`src/hw/rtl/obb_pkg.sv`:
```
package obb_pkg;

    localparam logic [3:0] NO_AXIS     = 4'd15;
    localparam logic [3:0] LAST_AXIS   = 4'd14;
    localparam logic [3:0] FIRST_CROSS = 4'd6;
    localparam logic [3:0] FIRST_B     = 4'd3;

    typedef enum logic [2:0] {
        OP_MAC  = 3'd0,
        OP_ABS  = 3'd1,
        OP_LEN  = 3'd2,
        OP_SETR = 3'd3,
        OP_CMP  = 3'd4
    } op_t;

    typedef enum logic [2:0] {
        DST_T  = 3'd0,
        DST_R  = 3'd1,
        DST_C0 = 3'd2,
        DST_C1 = 3'd3,
        DST_C2 = 3'd4
    } dst_t;

    typedef enum logic [1:0] {
        X_AXIS = 2'd0,
        X_C    = 2'd1,
        X_T    = 2'd2
    } xsel_t;

    typedef enum logic [1:0] {
        Y_AXIS = 2'd0,
        Y_D    = 2'd1,
        Y_EXT  = 2'd2
    } ysel_t;

    // One micro-operation of the test program.
    typedef struct packed {
        op_t        kind;
        logic       clr;
        logic       neg;
        dst_t       dst;
        xsel_t      xsel;
        logic [4:0] xidx;
        ysel_t      ysel;
        logic [4:0] yidx;
        logic       ph_end;
        logic       axis_end;
    } uop_t;

    typedef struct packed {
        logic load;
        logic iter;
        logic sign_iter;
        logic exec1;
        logic write;
    } dp_ctl_t;

    // Axis store address: box, local axis, component.
    function automatic logic [4:0] ax(input logic b, input logic [1:0] n, input logic [1:0] k);
        return {b, n, k};
    endfunction

    function automatic logic [4:0] ext_addr(input logic b, input logic [1:0] n);
        return {2'b00, b, n};
    endfunction

    // First or second of the two local axes other than skip.
    function automatic logic [1:0] other_axis(input logic [1:0] skip, input logic second);
        if (!second) begin
            return (skip == 2'd0) ? 2'd1 : 2'd0;
        end
        return (skip == 2'd2) ? 2'd1 : 2'd2;
    endfunction

    function automatic uop_t decode(input logic [3:0] axis, input logic [2:0] ph,
                                    input logic [3:0] q);
        uop_t       u;
        logic       sb;
        logic [1:0] si;
        logic [1:0] ci;
        logic [1:0] cj;
        logic [1:0] m;
        logic       tb;
        logic [1:0] tk;
        logic [1:0] qc;
        u.kind     = OP_CMP;
        u.clr      = 1'b0;
        u.neg      = 1'b0;
        u.dst      = DST_T;
        u.xsel     = X_AXIS;
        u.xidx     = 5'd0;
        u.ysel     = Y_AXIS;
        u.yidx     = 5'd0;
        u.ph_end   = 1'b0;
        u.axis_end = 1'b1;
        qc = q[1:0];
        ci = 2'd2;
        cj = 2'd2;
        if (axis < FIRST_CROSS) begin
            sb = (axis >= FIRST_B);
            si = sb ? 2'(axis - FIRST_B) : axis[1:0];
            if (ph == 3'd0) begin
                u.axis_end = 1'b0;
                if (q < 4'd3) begin
                    u.kind = OP_MAC;
                    u.clr  = (q == 4'd0);
                    u.xidx = ax(sb, si, qc);
                    u.ysel = Y_D;
                    u.yidx = {3'b000, qc};
                end else if (q == 4'd3) begin
                    u.kind = OP_LEN;
                end else begin
                    u.kind   = OP_SETR;
                    u.ysel   = Y_EXT;
                    u.yidx   = ext_addr(sb, si);
                    u.ph_end = 1'b1;
                end
            end else if (ph < 3'd4) begin
                m = 2'(ph - 3'd1);
                u.axis_end = 1'b0;
                if (q < 4'd3) begin
                    u.kind = OP_MAC;
                    u.clr  = (q == 4'd0);
                    u.xidx = ax(sb, si, qc);
                    u.ysel = Y_AXIS;
                    u.yidx = ax(!sb, m, qc);
                end else if (q == 4'd3) begin
                    u.kind = OP_ABS;
                end else begin
                    u.kind   = OP_MAC;
                    u.dst    = DST_R;
                    u.xsel   = X_T;
                    u.ysel   = Y_EXT;
                    u.yidx   = ext_addr(!sb, m);
                    u.ph_end = 1'b1;
                end
            end
        end else begin
            case (axis)
                4'd6: begin ci = 2'd0; cj = 2'd0; end
                4'd7: begin ci = 2'd0; cj = 2'd1; end
                4'd8: begin ci = 2'd0; cj = 2'd2; end
                4'd9: begin ci = 2'd1; cj = 2'd0; end
                4'd10: begin ci = 2'd1; cj = 2'd1; end
                4'd11: begin ci = 2'd1; cj = 2'd2; end
                4'd12: begin ci = 2'd2; cj = 2'd0; end
                4'd13: begin ci = 2'd2; cj = 2'd1; end
                default: begin ci = 2'd2; cj = 2'd2; end
            endcase
            if (ph == 3'd0) begin
                u.axis_end = 1'b0;
                u.kind     = OP_MAC;
                u.ysel     = Y_AXIS;
                case (q)
                    4'd0: begin
                        u.dst = DST_C0; u.clr = 1'b1;
                        u.xidx = ax(1'b0, ci, 2'd1); u.yidx = ax(1'b1, cj, 2'd2);
                    end
                    4'd1: begin
                        u.dst = DST_C0; u.neg = 1'b1;
                        u.xidx = ax(1'b0, ci, 2'd2); u.yidx = ax(1'b1, cj, 2'd1);
                    end
                    4'd2: begin
                        u.dst = DST_C1; u.clr = 1'b1;
                        u.xidx = ax(1'b0, ci, 2'd2); u.yidx = ax(1'b1, cj, 2'd0);
                    end
                    4'd3: begin
                        u.dst = DST_C1; u.neg = 1'b1;
                        u.xidx = ax(1'b0, ci, 2'd0); u.yidx = ax(1'b1, cj, 2'd2);
                    end
                    4'd4: begin
                        u.dst = DST_C2; u.clr = 1'b1;
                        u.xidx = ax(1'b0, ci, 2'd0); u.yidx = ax(1'b1, cj, 2'd1);
                    end
                    4'd5: begin
                        u.dst = DST_C2; u.neg = 1'b1;
                        u.xidx = ax(1'b0, ci, 2'd1); u.yidx = ax(1'b1, cj, 2'd0);
                    end
                    4'd6, 4'd7, 4'd8: begin
                        u.clr  = (q == 4'd6);
                        u.xsel = X_C;
                        u.xidx = {3'b000, 2'(q - 4'd6)};
                        u.ysel = Y_D;
                        u.yidx = {3'b000, 2'(q - 4'd6)};
                    end
                    4'd9: begin
                        u.kind = OP_LEN;
                    end
                    default: begin
                        u.kind   = OP_SETR;
                        u.clr    = 1'b1;
                        u.ph_end = 1'b1;
                    end
                endcase
            end else if (ph < 3'd5) begin
                m  = 2'(ph - 3'd1);
                tb = m[1];
                tk = other_axis(tb ? cj : ci, m[0]);
                u.axis_end = 1'b0;
                if (q < 4'd3) begin
                    u.kind = OP_MAC;
                    u.clr  = (q == 4'd0);
                    u.xsel = X_C;
                    u.xidx = {3'b000, qc};
                    u.ysel = Y_AXIS;
                    u.yidx = ax(tb, tk, qc);
                end else if (q == 4'd3) begin
                    u.kind = OP_ABS;
                end else begin
                    u.kind   = OP_MAC;
                    u.dst    = DST_R;
                    u.xsel   = X_T;
                    u.ysel   = Y_EXT;
                    u.yidx   = ext_addr(tb, tk);
                    u.ph_end = 1'b1;
                end
            end
        end
        return u;
    endfunction

endpackage

```
`src/hw/rtl/obb_overlap_test_top.sv`:
```
// Channel | Handshake          | Payload
// s_      | s_valid / s_ready  | box, slot, comp_x, comp_y, comp_z, half_len, last
// m_      | m_valid / m_ready  | overlap, separating_axis
//
// A load word without last is stored and gives no result.
// A word with last runs the test on one shared shift-add multiplier: each
// micro-operation passes through the fetch, load, execute and write states,
// and a multiply shifts and adds through every multiplier bit in its execute state.
// The test stops at the first separating axis. s_ready is low while it runs.
// aresetn is synchronous and active low; the vector stores are not cleared.
module obb_overlap_test_top #(
    parameter int COORD_WIDTH = 32,
    parameter int FRAC_BITS   = 16
) (
    input  logic               aclk,
    input  logic               aresetn,
    input  logic               s_valid,
    output logic               s_ready,
    input  logic               s_box,
    input  logic [1:0]         s_slot,
    input  logic signed [31:0] s_comp_x,
    input  logic signed [31:0] s_comp_y,
    input  logic signed [31:0] s_comp_z,
    input  logic [30:0]        s_half_len,
    input  logic               s_last,
    output logic               m_valid,
    input  logic               m_ready,
    output logic               m_overlap,
    output logic [3:0]         m_separating_axis
);
    import obb_pkg::*;

    logic                          accept;
    logic                          start;
    logic                          idle;
    logic                          gt;
    uop_t                          uop;
    dp_ctl_t                       ctl;
    logic signed [COORD_WIDTH-1:0] fit_x;
    logic signed [COORD_WIDTH-1:0] fit_y;
    logic signed [COORD_WIDTH-1:0] fit_z;
    logic [COORD_WIDTH-2:0]        fit_half;
    logic signed [COORD_WIDTH-1:0] x_axis;
    logic signed [COORD_WIDTH-1:0] y_axis;
    logic signed [COORD_WIDTH:0]   d_val;
    logic [COORD_WIDTH-2:0]        ext_val;

    assign s_ready = idle;
    assign accept  = s_valid && s_ready;
    assign start   = accept && s_last;

    assign fit_x    = COORD_WIDTH'(s_comp_x);
    assign fit_y    = COORD_WIDTH'(s_comp_y);
    assign fit_z    = COORD_WIDTH'(s_comp_z);
    assign fit_half = (COORD_WIDTH - 1)'(s_half_len);

    obb_store #(.COORD_WIDTH(COORD_WIDTH)) u_store (
        .aclk    (aclk),
        .wr_en   (accept),
        .wr_box  (s_box),
        .wr_slot (s_slot),
        .wr_x    (fit_x),
        .wr_y    (fit_y),
        .wr_z    (fit_z),
        .wr_half (fit_half),
        .x_addr  (uop.xidx),
        .y_addr  (uop.yidx),
        .x_axis  (x_axis),
        .y_axis  (y_axis),
        .d_val   (d_val),
        .ext_val (ext_val)
    );

    obb_dp #(.COORD_WIDTH(COORD_WIDTH), .FRAC_BITS(FRAC_BITS)) u_dp (
        .aclk    (aclk),
        .uop     (uop),
        .ctl     (ctl),
        .x_axis  (x_axis),
        .y_axis  (y_axis),
        .d_val   (d_val),
        .ext_val (ext_val),
        .gt      (gt)
    );

    obb_seq #(.COORD_WIDTH(COORD_WIDTH)) u_seq (
        .aclk              (aclk),
        .aresetn           (aresetn),
        .start             (start),
        .gt                (gt),
        .m_ready           (m_ready),
        .uop               (uop),
        .ctl               (ctl),
        .idle              (idle),
        .m_valid           (m_valid),
        .m_overlap         (m_overlap),
        .m_separating_axis (m_separating_axis)
    );

endmodule

```
`src/hw/rtl/obb_store.sv`:
```
module obb_store #(
    parameter int COORD_WIDTH = 32
) (
    input  logic                          aclk,
    input  logic                          wr_en,
    input  logic                          wr_box,
    input  logic [1:0]                    wr_slot,
    input  logic signed [COORD_WIDTH-1:0] wr_x,
    input  logic signed [COORD_WIDTH-1:0] wr_y,
    input  logic signed [COORD_WIDTH-1:0] wr_z,
    input  logic [COORD_WIDTH-2:0]        wr_half,
    input  logic [4:0]                    x_addr,
    input  logic [4:0]                    y_addr,
    output logic signed [COORD_WIDTH-1:0] x_axis,
    output logic signed [COORD_WIDTH-1:0] y_axis,
    output logic signed [COORD_WIDTH:0]   d_val,
    output logic [COORD_WIDTH-2:0]        ext_val
);
    localparam int W     = COORD_WIDTH;
    localparam int ROW_W = 3 * W;
    localparam logic [1:0] CENTER_SLOT = 2'd3;

    // One row per box and local axis, components packed as z, y, x.
    logic [ROW_W-1:0] axis_mem [8];
    logic [ROW_W-1:0] x_row_reg;
    logic [ROW_W-1:0] y_row_reg;
    logic [1:0]       x_comp_reg;
    logic [1:0]       y_comp_reg;
    logic [W-2:0]     ext_reg [8];
    logic [ROW_W-1:0] ctr_reg [2];
    logic signed [W:0] d_reg;
    logic [W-2:0]     ext_out_reg;
    logic signed [W-1:0] ca;
    logic signed [W-1:0] cb;

    function automatic logic signed [W-1:0] pick(input logic [ROW_W-1:0] row,
                                                 input logic [1:0] c);
        case (c)
            2'd0: return row[W-1:0];
            2'd1: return row[2*W-1:W];
            default: return row[3*W-1:2*W];
        endcase
    endfunction

    always_ff @(posedge aclk) begin
        if (wr_en && wr_slot != CENTER_SLOT) begin
            axis_mem[{wr_box, wr_slot}] <= {wr_z, wr_y, wr_x};
        end
        x_row_reg <= axis_mem[x_addr[4:2]];
        y_row_reg <= axis_mem[y_addr[4:2]];
    end

    assign ca = pick(ctr_reg[0], y_addr[1:0]);
    assign cb = pick(ctr_reg[1], y_addr[1:0]);

    always_ff @(posedge aclk) begin
        if (wr_en && wr_slot != CENTER_SLOT) begin
            ext_reg[{wr_box, wr_slot}] <= wr_half;
        end
        if (wr_en && wr_slot == CENTER_SLOT) begin
            ctr_reg[wr_box] <= {wr_z, wr_y, wr_x};
        end
        x_comp_reg  <= x_addr[1:0];
        y_comp_reg  <= y_addr[1:0];
        d_reg       <= (W + 1)'(ca) - (W + 1)'(cb);
        ext_out_reg <= ext_reg[y_addr[2:0]];
    end

    assign x_axis  = pick(x_row_reg, x_comp_reg);
    assign y_axis  = pick(y_row_reg, y_comp_reg);
    assign d_val   = d_reg;
    assign ext_val = ext_out_reg;

endmodule

```
`src/hw/rtl/obb_dp.sv`:
```
module obb_dp #(
    parameter int COORD_WIDTH = 32,
    parameter int FRAC_BITS   = 16
) (
    input  logic                          aclk,
    input  obb_pkg::uop_t                 uop,
    input  obb_pkg::dp_ctl_t              ctl,
    input  logic signed [COORD_WIDTH-1:0] x_axis,
    input  logic signed [COORD_WIDTH-1:0] y_axis,
    input  logic signed [COORD_WIDTH:0]   d_val,
    input  logic [COORD_WIDTH-2:0]        ext_val,
    output logic                          gt
);
    import obb_pkg::*;

    localparam int W  = COORD_WIDTH;
    localparam int AW = 4 * W + FRAC_BITS + 8;
    localparam int YW = W + 1;

    logic signed [AW-1:0] t_reg;
    logic signed [AW-1:0] len_reg;
    logic signed [AW-1:0] r_reg;
    logic signed [AW-1:0] c0_reg;
    logic signed [AW-1:0] c1_reg;
    logic signed [AW-1:0] c2_reg;
    logic signed [AW-1:0] w_reg;
    logic signed [AW-1:0] x_reg;
    logic signed [YW-1:0] y_reg;

    logic signed [AW-1:0] x_src;
    logic signed [YW-1:0] y_src;
    logic signed [AW-1:0] dst_val;
    logic [AW-1:0]        add_a;
    logic [AW-1:0]        add_b;
    logic                 add_sub;
    logic [AW-1:0]        add_sum;

    always_comb begin
        case (uop.xsel)
            X_C: begin
                case (uop.xidx[1:0])
                    2'd0: x_src = c0_reg;
                    2'd1: x_src = c1_reg;
                    default: x_src = c2_reg;
                endcase
            end
            X_T: x_src = t_reg;
            default: x_src = AW'(x_axis);
        endcase
        case (uop.ysel)
            Y_D: y_src = d_val;
            Y_EXT: y_src = YW'(ext_val);
            default: y_src = YW'(y_axis);
        endcase
        case (uop.dst)
            DST_R: dst_val = r_reg;
            DST_C0: dst_val = c0_reg;
            DST_C1: dst_val = c1_reg;
            DST_C2: dst_val = c2_reg;
            default: dst_val = t_reg;
        endcase
    end

    // The one shared adder: partial products, negation and the final compare.
    always_comb begin
        if (ctl.iter) begin
            add_a   = w_reg;
            add_b   = x_reg;
            add_sub = uop.neg ^ ctl.sign_iter;
        end else if (uop.kind == OP_CMP) begin
            add_a   = len_reg;
            add_b   = r_reg;
            add_sub = 1'b1;
        end else begin
            add_a   = '0;
            add_b   = w_reg;
            add_sub = 1'b1;
        end
        add_sum = add_a + (add_sub ? ~add_b : add_b) + AW'(add_sub);
    end

    assign gt = !add_sum[AW-1] && (add_sum != '0);

    always_ff @(posedge aclk) begin
        if (ctl.load) begin
            x_reg <= x_src;
            y_reg <= y_src;
            if (uop.kind == OP_MAC) begin
                w_reg <= uop.clr ? '0 : dst_val;
            end else begin
                w_reg <= t_reg;
            end
        end
        if (ctl.iter) begin
            x_reg <= x_reg << 1;
            y_reg <= y_reg >>> 1;
            if (y_reg[0]) begin
                w_reg <= add_sum;
            end
        end
        if (ctl.exec1 && (uop.kind == OP_ABS || uop.kind == OP_LEN) && w_reg[AW-1]) begin
            w_reg <= add_sum;
        end
        if (ctl.write) begin
            case (uop.kind)
                OP_MAC: begin
                    case (uop.dst)
                        DST_R: r_reg <= w_reg;
                        DST_C0: c0_reg <= w_reg;
                        DST_C1: c1_reg <= w_reg;
                        DST_C2: c2_reg <= w_reg;
                        default: t_reg <= w_reg;
                    endcase
                end
                OP_ABS: t_reg <= w_reg;
                OP_LEN: len_reg <= w_reg << FRAC_BITS;
                OP_SETR: r_reg <= uop.clr ? '0 : (AW'(y_reg) << (2 * FRAC_BITS));
                default: ;
            endcase
        end
    end

endmodule

```
`src/hw/rtl/obb_seq.sv`:
```
module obb_seq #(
    parameter int COORD_WIDTH = 32
) (
    input  logic             aclk,
    input  logic             aresetn,
    input  logic             start,
    input  logic             gt,
    input  logic             m_ready,
    output obb_pkg::uop_t    uop,
    output obb_pkg::dp_ctl_t ctl,
    output logic             idle,
    output logic             m_valid,
    output logic             m_overlap,
    output logic [3:0]       m_separating_axis
);
    import obb_pkg::*;

    localparam int YW = COORD_WIDTH + 1;
    localparam int CW = $clog2(YW);
    localparam logic [CW-1:0] LAST_BIT = CW'(YW - 1);

    typedef enum logic [5:0] {
        S_IDLE  = 6'b000001,
        S_FETCH = 6'b000010,
        S_LOAD  = 6'b000100,
        S_EXEC  = 6'b001000,
        S_WRITE = 6'b010000,
        S_DONE  = 6'b100000
    } state_t;

    state_t        state_reg, state_next;
    logic [3:0]    axis_reg, axis_next;
    logic [2:0]    ph_reg, ph_next;
    logic [3:0]    q_reg, q_next;
    logic [CW-1:0] bit_reg, bit_next;
    logic          hit_reg, hit_next;
    logic [3:0]    res_reg, res_next;
    logic          m_valid_reg, m_valid_next;
    logic [3:0]    m_sep_reg, m_sep_next;
    logic          is_mac;

    assign uop    = decode(axis_reg, ph_reg, q_reg);
    assign is_mac = (uop.kind == OP_MAC);

    assign ctl.load      = (state_reg == S_LOAD);
    assign ctl.iter      = (state_reg == S_EXEC) && is_mac;
    assign ctl.sign_iter = (bit_reg == LAST_BIT);
    assign ctl.exec1     = (state_reg == S_EXEC) && !is_mac;
    assign ctl.write     = (state_reg == S_WRITE);

    always_comb begin
        state_next   = state_reg;
        axis_next    = axis_reg;
        ph_next      = ph_reg;
        q_next       = q_reg;
        bit_next     = bit_reg;
        hit_next     = hit_reg;
        res_next     = res_reg;
        m_valid_next = m_valid_reg && !m_ready;
        m_sep_next   = m_sep_reg;
        case (state_reg)
            S_IDLE: begin
                if (start) begin
                    state_next = S_FETCH;
                    axis_next  = 4'd0;
                    ph_next    = 3'd0;
                    q_next     = 4'd0;
                end
            end
            S_FETCH: state_next = S_LOAD;
            S_LOAD: begin
                state_next = S_EXEC;
                bit_next   = '0;
            end
            S_EXEC: begin
                if (is_mac) begin
                    if (bit_reg == LAST_BIT) begin
                        state_next = S_WRITE;
                    end else begin
                        bit_next = bit_reg + CW'(1);
                    end
                end else begin
                    if (uop.kind == OP_CMP) begin
                        hit_next = gt;
                    end
                    state_next = S_WRITE;
                end
            end
            S_WRITE: begin
                state_next = S_FETCH;
                if (uop.axis_end) begin
                    if (hit_reg || axis_reg == LAST_AXIS) begin
                        state_next = S_DONE;
                        res_next   = hit_reg ? axis_reg : NO_AXIS;
                    end else begin
                        axis_next = axis_reg + 4'd1;
                        ph_next   = 3'd0;
                        q_next    = 4'd0;
                    end
                end else if (uop.ph_end) begin
                    ph_next = ph_reg + 3'd1;
                    q_next  = 4'd0;
                end else begin
                    q_next = q_reg + 4'd1;
                end
            end
            S_DONE: begin
                // Hold the verdict until the previous word has left.
                if (!m_valid_reg || m_ready) begin
                    m_valid_next = 1'b1;
                    m_sep_next   = res_reg;
                    state_next   = S_IDLE;
                end
            end
            default: state_next = S_IDLE;
        endcase
    end

    always_ff @(posedge aclk) begin
        if (!aresetn) begin
            state_reg   <= S_IDLE;
            m_valid_reg <= 1'b0;
            axis_reg    <= 4'd0;
            ph_reg      <= 3'd0;
            q_reg       <= 4'd0;
            bit_reg     <= '0;
            hit_reg     <= 1'b0;
        end else begin
            state_reg   <= state_next;
            m_valid_reg <= m_valid_next;
            axis_reg    <= axis_next;
            ph_reg      <= ph_next;
            q_reg       <= q_next;
            bit_reg     <= bit_next;
            hit_reg     <= hit_next;
        end
    end

    always_ff @(posedge aclk) begin
        res_reg   <= res_next;
        m_sep_reg <= m_sep_next;
    end

    assign idle              = (state_reg == S_IDLE);
    assign m_valid           = m_valid_reg;
    assign m_separating_axis = m_sep_reg;
    assign m_overlap         = (m_sep_reg == NO_AXIS);

endmodule

```
`config.mk`:
```
export PLATFORM = sky130hd
export DESIGN_NAME = obb_overlap_test_top
export DESIGN_NICKNAME = d
export VERILOG_FILES = /design/src/hw/rtl/obb_pkg.sv /design/src/hw/rtl/obb_overlap_test_top.sv /design/src/hw/rtl/obb_store.sv /design/src/hw/rtl/obb_dp.sv /design/src/hw/rtl/obb_seq.sv
export SDC_FILE = /design/constraint.sdc
export NUM_CORES = 2
export LEC_CHECK = 0
export ABC_AREA = 0
export ABC_CLOCK_PERIOD_IN_PS = 28400
export BUFFER_PORTS_ARGS = -buffer_cell sky130_fd_sc_hd__buf_2
export CORE_MARGIN = 2
export CORE_UTILIZATION = 60
export DETAILED_ROUTE_END_ITERATION = 10
export PLACE_DENSITY_LB_ADDON = 0.08
export SLEW_MARGIN = 20
export SYNTH_ARGS = -nofsm -noshare
export SYNTH_HDL_FRONTEND = slang
export SYNTH_SLANG_ARGS = --single-unit
```
`constraint.sdc`:
```
create_clock -name aclk -period 28.4 [get_ports aclk]
set_input_delay 5.68 -clock aclk [delete_from_list [all_inputs] [get_ports aclk]]
set_output_delay 5.68 -clock aclk [all_outputs]
set_load 0.05 [all_outputs]
```
==> impl.org <==
** Clock tree
- After clock tree synthesis, the repair step resized 0 gates.
- CTS H-tree lvls :: 5
- CTS Hold Buffers Added :: 0
- The cell sitting at the root of the clock tree is a sky130_fd_sc_hd__clkbuf_16.
- Max clock buf depth :: 4
- Clock tree synthesis inserted a total of 299 buffers.
- After clock tree synthesis, the clock-pin slew on the worst setup and hold paths is 0.07 ns.
- Total setup buffers inserted after CTS :: 0
- Number of sinks driven by the clock tree :: 2738
- Clk_lat worst skew :: 0.97 ns
- TritonCTS built the clock tree.

** Global route
- Vias in the first global route :: 92900
- The number of antenna violations at the first check in global routing was 54.
- Global routing consumed, over all layers together, 37.3% of the routing resources.
- Entering global routing, the biggest net connects 211 pins.
- Overflow after GRT :: 0
- The first global-routing pass estimated 607000 um of wire.

** Synth
- The portion of synthesized area spent on multiplexers is 7.40%.
- After synthesis, the largest family of logic cells by area is compound AO/OA/AOI/OAI gates.
- Yosys mapped a number of flops with a built-in enable equal to 2296.
- For this run, the number of Yosys warnings is 0.
- Flops & latches, synth :: 2738
- Of the total synthesized cell area, the portion taken by AND, OR, NAND and NOR gates is 12.2%.
- Counting distinct cell types in the post-synthesis netlist gives 99.
- The cell area that synthesis handed to floorplanning was 130000 um2.
- Adder-cell share of the synthesized area :: 1.96%
- Primary flip-flop cell chosen by synthesis mapping :: sky130_fd_sc_hd__edfxtp_1
- Register area share after synthesis :: 60.0%
- Summing the areas of all compound-gate instances in the mapped netlist gives 13.6% of the synthesized area.
- Counting every instance in the synthesized netlist gives 11200.
- Parity-gate share of the synthesized area counting xor and xnor cells :: 2.13%
- The average instance in the mapped netlist occupies 11.6 um2.
- After synthesis, the share of flip-flops with an asynchronous set or reset is 0%.

** STA
- Setup repair after global routing left no endpoint under its margin.
- The worst path needs 11.97 ns of the cycle, external delays included.
- Part of the cycle the worst path needs :: 42.1%
- For the pin with the worst max-slew slack, the measured transition is 1.22 ns.
- The clock arrives with 0.0814 ns of skew.
- Measured against its own limit, the worst slew margin works out to 17.9%.
- Total negative slack for setup checks :: 0 ns
- The max-slew violation count came to 0.
- The number of endpoints with negative hold slack in the final report came to 0.
- Setup violations remaining at the end of the flow were counted as 0.
- Fmax achieved :: 0.0836 GHz

** Finish
- After the flow finishes, the layout carries non-filler instances totaling 14300.
- Post-Layout Inst Area :: 143000 um2
- Share of cells above drive strength 1 :: 10.7%
- Final layout net count :: 11600
- Commonest non-fill, non-tap cell in the layout :: sky130_fd_sc_hd__edfxtp_1
- Area growth, synth to finish :: 10.3%
- Flip-flop count of the largest register, all copies and words added :: 768
- The filler cells instantiated in the layout total 15800.
- In the layout the commonest cells are 2296 x sky130_fd_sc_hd__edfxtp_1, 2240 x sky130_fd_sc_hd__nand2_1, 879 x sky130_fd_sc_hd__a21oi_1.

** Place
- After detailed placement, the design holds a cell count of 13800.
- Buffers on Ports :: 141
- Placed instance area :: 133000 um2
- Routability-driven placement finished with a final weighted congestion of 1.03.
- Once detailed placement completed, the half-perimeter wirelength came to 264000 um.

** Setup path
- The worst register-to-register path has a depth of 27.
- Setup slack on the worst reg-to-reg path comes out at 16.43 ns.
- In this run the critical register-to-register path is launched from u_seq.axis_reg[2].
- Worst Setup End Kind :: flop
- Critical path startpoint category :: flop
- Along the worst path, the maximum fanout reaches 101.
- Data on the critical path is required at its endpoint by 29.21 ns.
- Critical register-to-register path endpoint :: u_seq.hit_reg
- Data arrival, critical path :: 12.78 ns
- The worst setup path is of the flop to flop kind.

** Die
- The floorplan step set the die height to 469 um.
- The core region is 215000 um2.
- Row Count :: 170
- Die width :: 469 um
- The floorplan step defined a die boundary enclosing 220000 um2.
- The initial utilization of the core area, before any placement, comes to 60.4%.
- Pin placement for this block handled 142 I/O pins.

** Route
- Vias :: 96200
- Via count normalized by instance count :: 6.70
- Overall routed net length :: 418000 um
- First-pass DRT Iterations :: 8
- For this run, design rule violations remaining after detail routing come to 0.
- Antenna Nets Post-Route :: 0
- DR iter-0 viols :: 12800
- Dividing the detail-routed wire length by the instance count gives 29.1 um.

** Min path
- The worst hold path belongs to the class flop to flop.
- Launch instance of the worst min-delay path :: u_seq.res_reg[1]
- Hold Path End :: u_seq.m_separating_axis[1]
- Along the worst hold path, the cell count comes to 0.

** Job
- The tool flagged a number of max-cap violations equal to 0.

** Power and ir drop
- Across the VDD grid, the largest voltage drop is 0.105 mV.
- Leakage power total :: 52.3 nW
- Power comes to 13.9 mW.
- For this design the ratio of total power to cell area is 97.4 nW/um2.

** Outcome
- Result of the run :: completed
-- kinds of logic after synthesis --
family                     after synthesis
and+or+nand+nor                       3677
DFF                                   2738
AOI/OAI and AO/OA                     2736
buffers and inverters                  925
muxes                                  625
xor gates and xnor gates               315
adders and majority gates              202
other                                    1
-- worst max path at each step --
stage | end | slack, ns | cells after the start | from
2_1_floorplan | u_dp.c0_reg[0] | 10.81 | 10 | u_seq.ph_reg[0]
5_1_grt | u_seq.hit_reg | 15.88 | 27 | u_seq.axis_reg[2]
3_3_place_gp | u_seq.hit_reg | 17.03 | 26 | u_seq.axis_reg[2]
3_5_place_dp | u_seq.hit_reg | 16.80 | 26 | u_seq.axis_reg[2]
4_1_cts | u_seq.hit_reg | 16.74 | 26 | u_seq.axis_reg[2]
6_report | u_seq.hit_reg | 16.43 | 27 | u_seq.axis_reg[2]
-- metrics by stage --
stage	setup WS, ns	hold WS [ns]	utilization (%)
after floorplan	10.81	0.400	-
after global placement	17.03	0.409	62.2
after detailed placement	16.80	0.408	62.2
after CTS	16.74	0.425	66.6
after global routing	15.88	0.442	66.6
final	16.43	0.423	66.6
-- power breakdown --
part           internal, mW  total (mW)  leakage (nW)  switching [mW]
registers              4.69        4.88          25.5           0.194
logic                  1.77        5.29          22.2            3.52
clock network          2.19        3.75          4.58            1.56
-- area by class of cell --
type | instances | area, um2 | share of cell area [%]
flip-flops and latches | 2738 | 77800 | 54.4
multi-input cells | 7809 | 49700 | 34.7
clock buffers | 432 | 8490 | 5.94
well taps | 2838 | 3550 | 2.48
repair buffers | 302 | 2120 | 1.49
clock inverters | 98 | 866 | 0.606
inverters | 93 | 354 | 0.248
diodes | 37 | 92.6 | 0.0648
-- critical path, cell delays in order (launching register included) --
cell,delay (ns)
sky130_fd_sc_hd__dfxtp_1,0.52
sky130_fd_sc_hd__a21o_1,0.68
sky130_fd_sc_hd__mux2i_1,0.47
sky130_fd_sc_hd__a221oi_4,0.12
sky130_fd_sc_hd__buf_4,0.31
sky130_fd_sc_hd__nor3_2,0.22
sky130_fd_sc_hd__buf_4,0.71
sky130_fd_sc_hd__buf_4,0.83
sky130_fd_sc_hd__buf_4,0.70
sky130_fd_sc_hd__buf_4,0.86
sky130_fd_sc_hd__a21oi_1,0.16
sky130_fd_sc_hd__ha_1,0.54
sky130_fd_sc_hd__nand4_1,0.24
sky130_fd_sc_hd__nor4_1,0.52
sky130_fd_sc_hd__o2111ai_2,0.26
sky130_fd_sc_hd__a31o_2,0.32
sky130_fd_sc_hd__a221oi_1,0.29
sky130_fd_sc_hd__nor4bb_1,0.51
sky130_fd_sc_hd__o2111ai_1,0.26
sky130_fd_sc_hd__nor4_1,0.65
sky130_fd_sc_hd__nand4_1,0.35
sky130_fd_sc_hd__nor4_1,0.42
sky130_fd_sc_hd__nand4_1,0.22
sky130_fd_sc_hd__nor4_1,0.58
sky130_fd_sc_hd__nand4_1,0.20
sky130_fd_sc_hd__nor4_1,0.24
sky130_fd_sc_hd__nand4_1,0.16
sky130_fd_sc_hd__a41o_1,0.25
-- synth_stat cells, drive strengths merged (8+ instances only) --
master | number | area share (%)
or2 | 15 | 0.072
a22o | 169 | 1.1
mux4 | 254 | 4.4
mux2i | 241 | 1.9
xnor2 | 263 | 1.8
o2111ai | 11 | 0.079
clkbuf | 732 | 2.1
o31ai | 21 | 0.16
nor3 | 69 | 0.27
dfxtp | 442 | 6.8
nor4 | 27 | 0.13
or4 | 9 | 0.052
nand4 | 86 | 0.42
a21oi | 890 | 3.5
nand2b | 31 | 0.15
ha | 200 | 1.9
and3 | 21 | 0.10
and2 | 70 | 0.34
or3 | 25 | 0.12
a31o | 8 | 0.054
nor2 | 312 | 0.91
nand3 | 711 | 2.7
xor2 | 52 | 0.35
o21bai | 48 | 0.28
o21a | 42 | 0.24
a21boi | 20 | 0.12
a222oi | 152 | 1.2
a21o | 126 | 0.73
a211oi | 113 | 0.66
nor2b | 21 | 0.10
o211ai | 15 | 0.087
edfxtp | 2296 | 53
inv | 92 | 0.27
buf | 100 | 0.33
a221oi | 193 | 1.3
a31oi | 217 | 1.1
nand2 | 2243 | 6.5
o21ai | 622 | 2.4
mux2 | 130 | 1.1
-- per-layer routing --
| metal | global-route usage (%) | vias up | wire (um) |
|---|---|---|---|
| met5 | 0 | - | 172 |
| met4 | 22.2 | 26 | 27400 |
| met3 | 5.99 | 1122 | 37700 |
| met2 | 61.3 | 5478 | 200000 |
| met1 | 46.6 | 47400 | 152000 |
| li1 | - | 42100 | - |
Power figures use the tool's default switching activity.
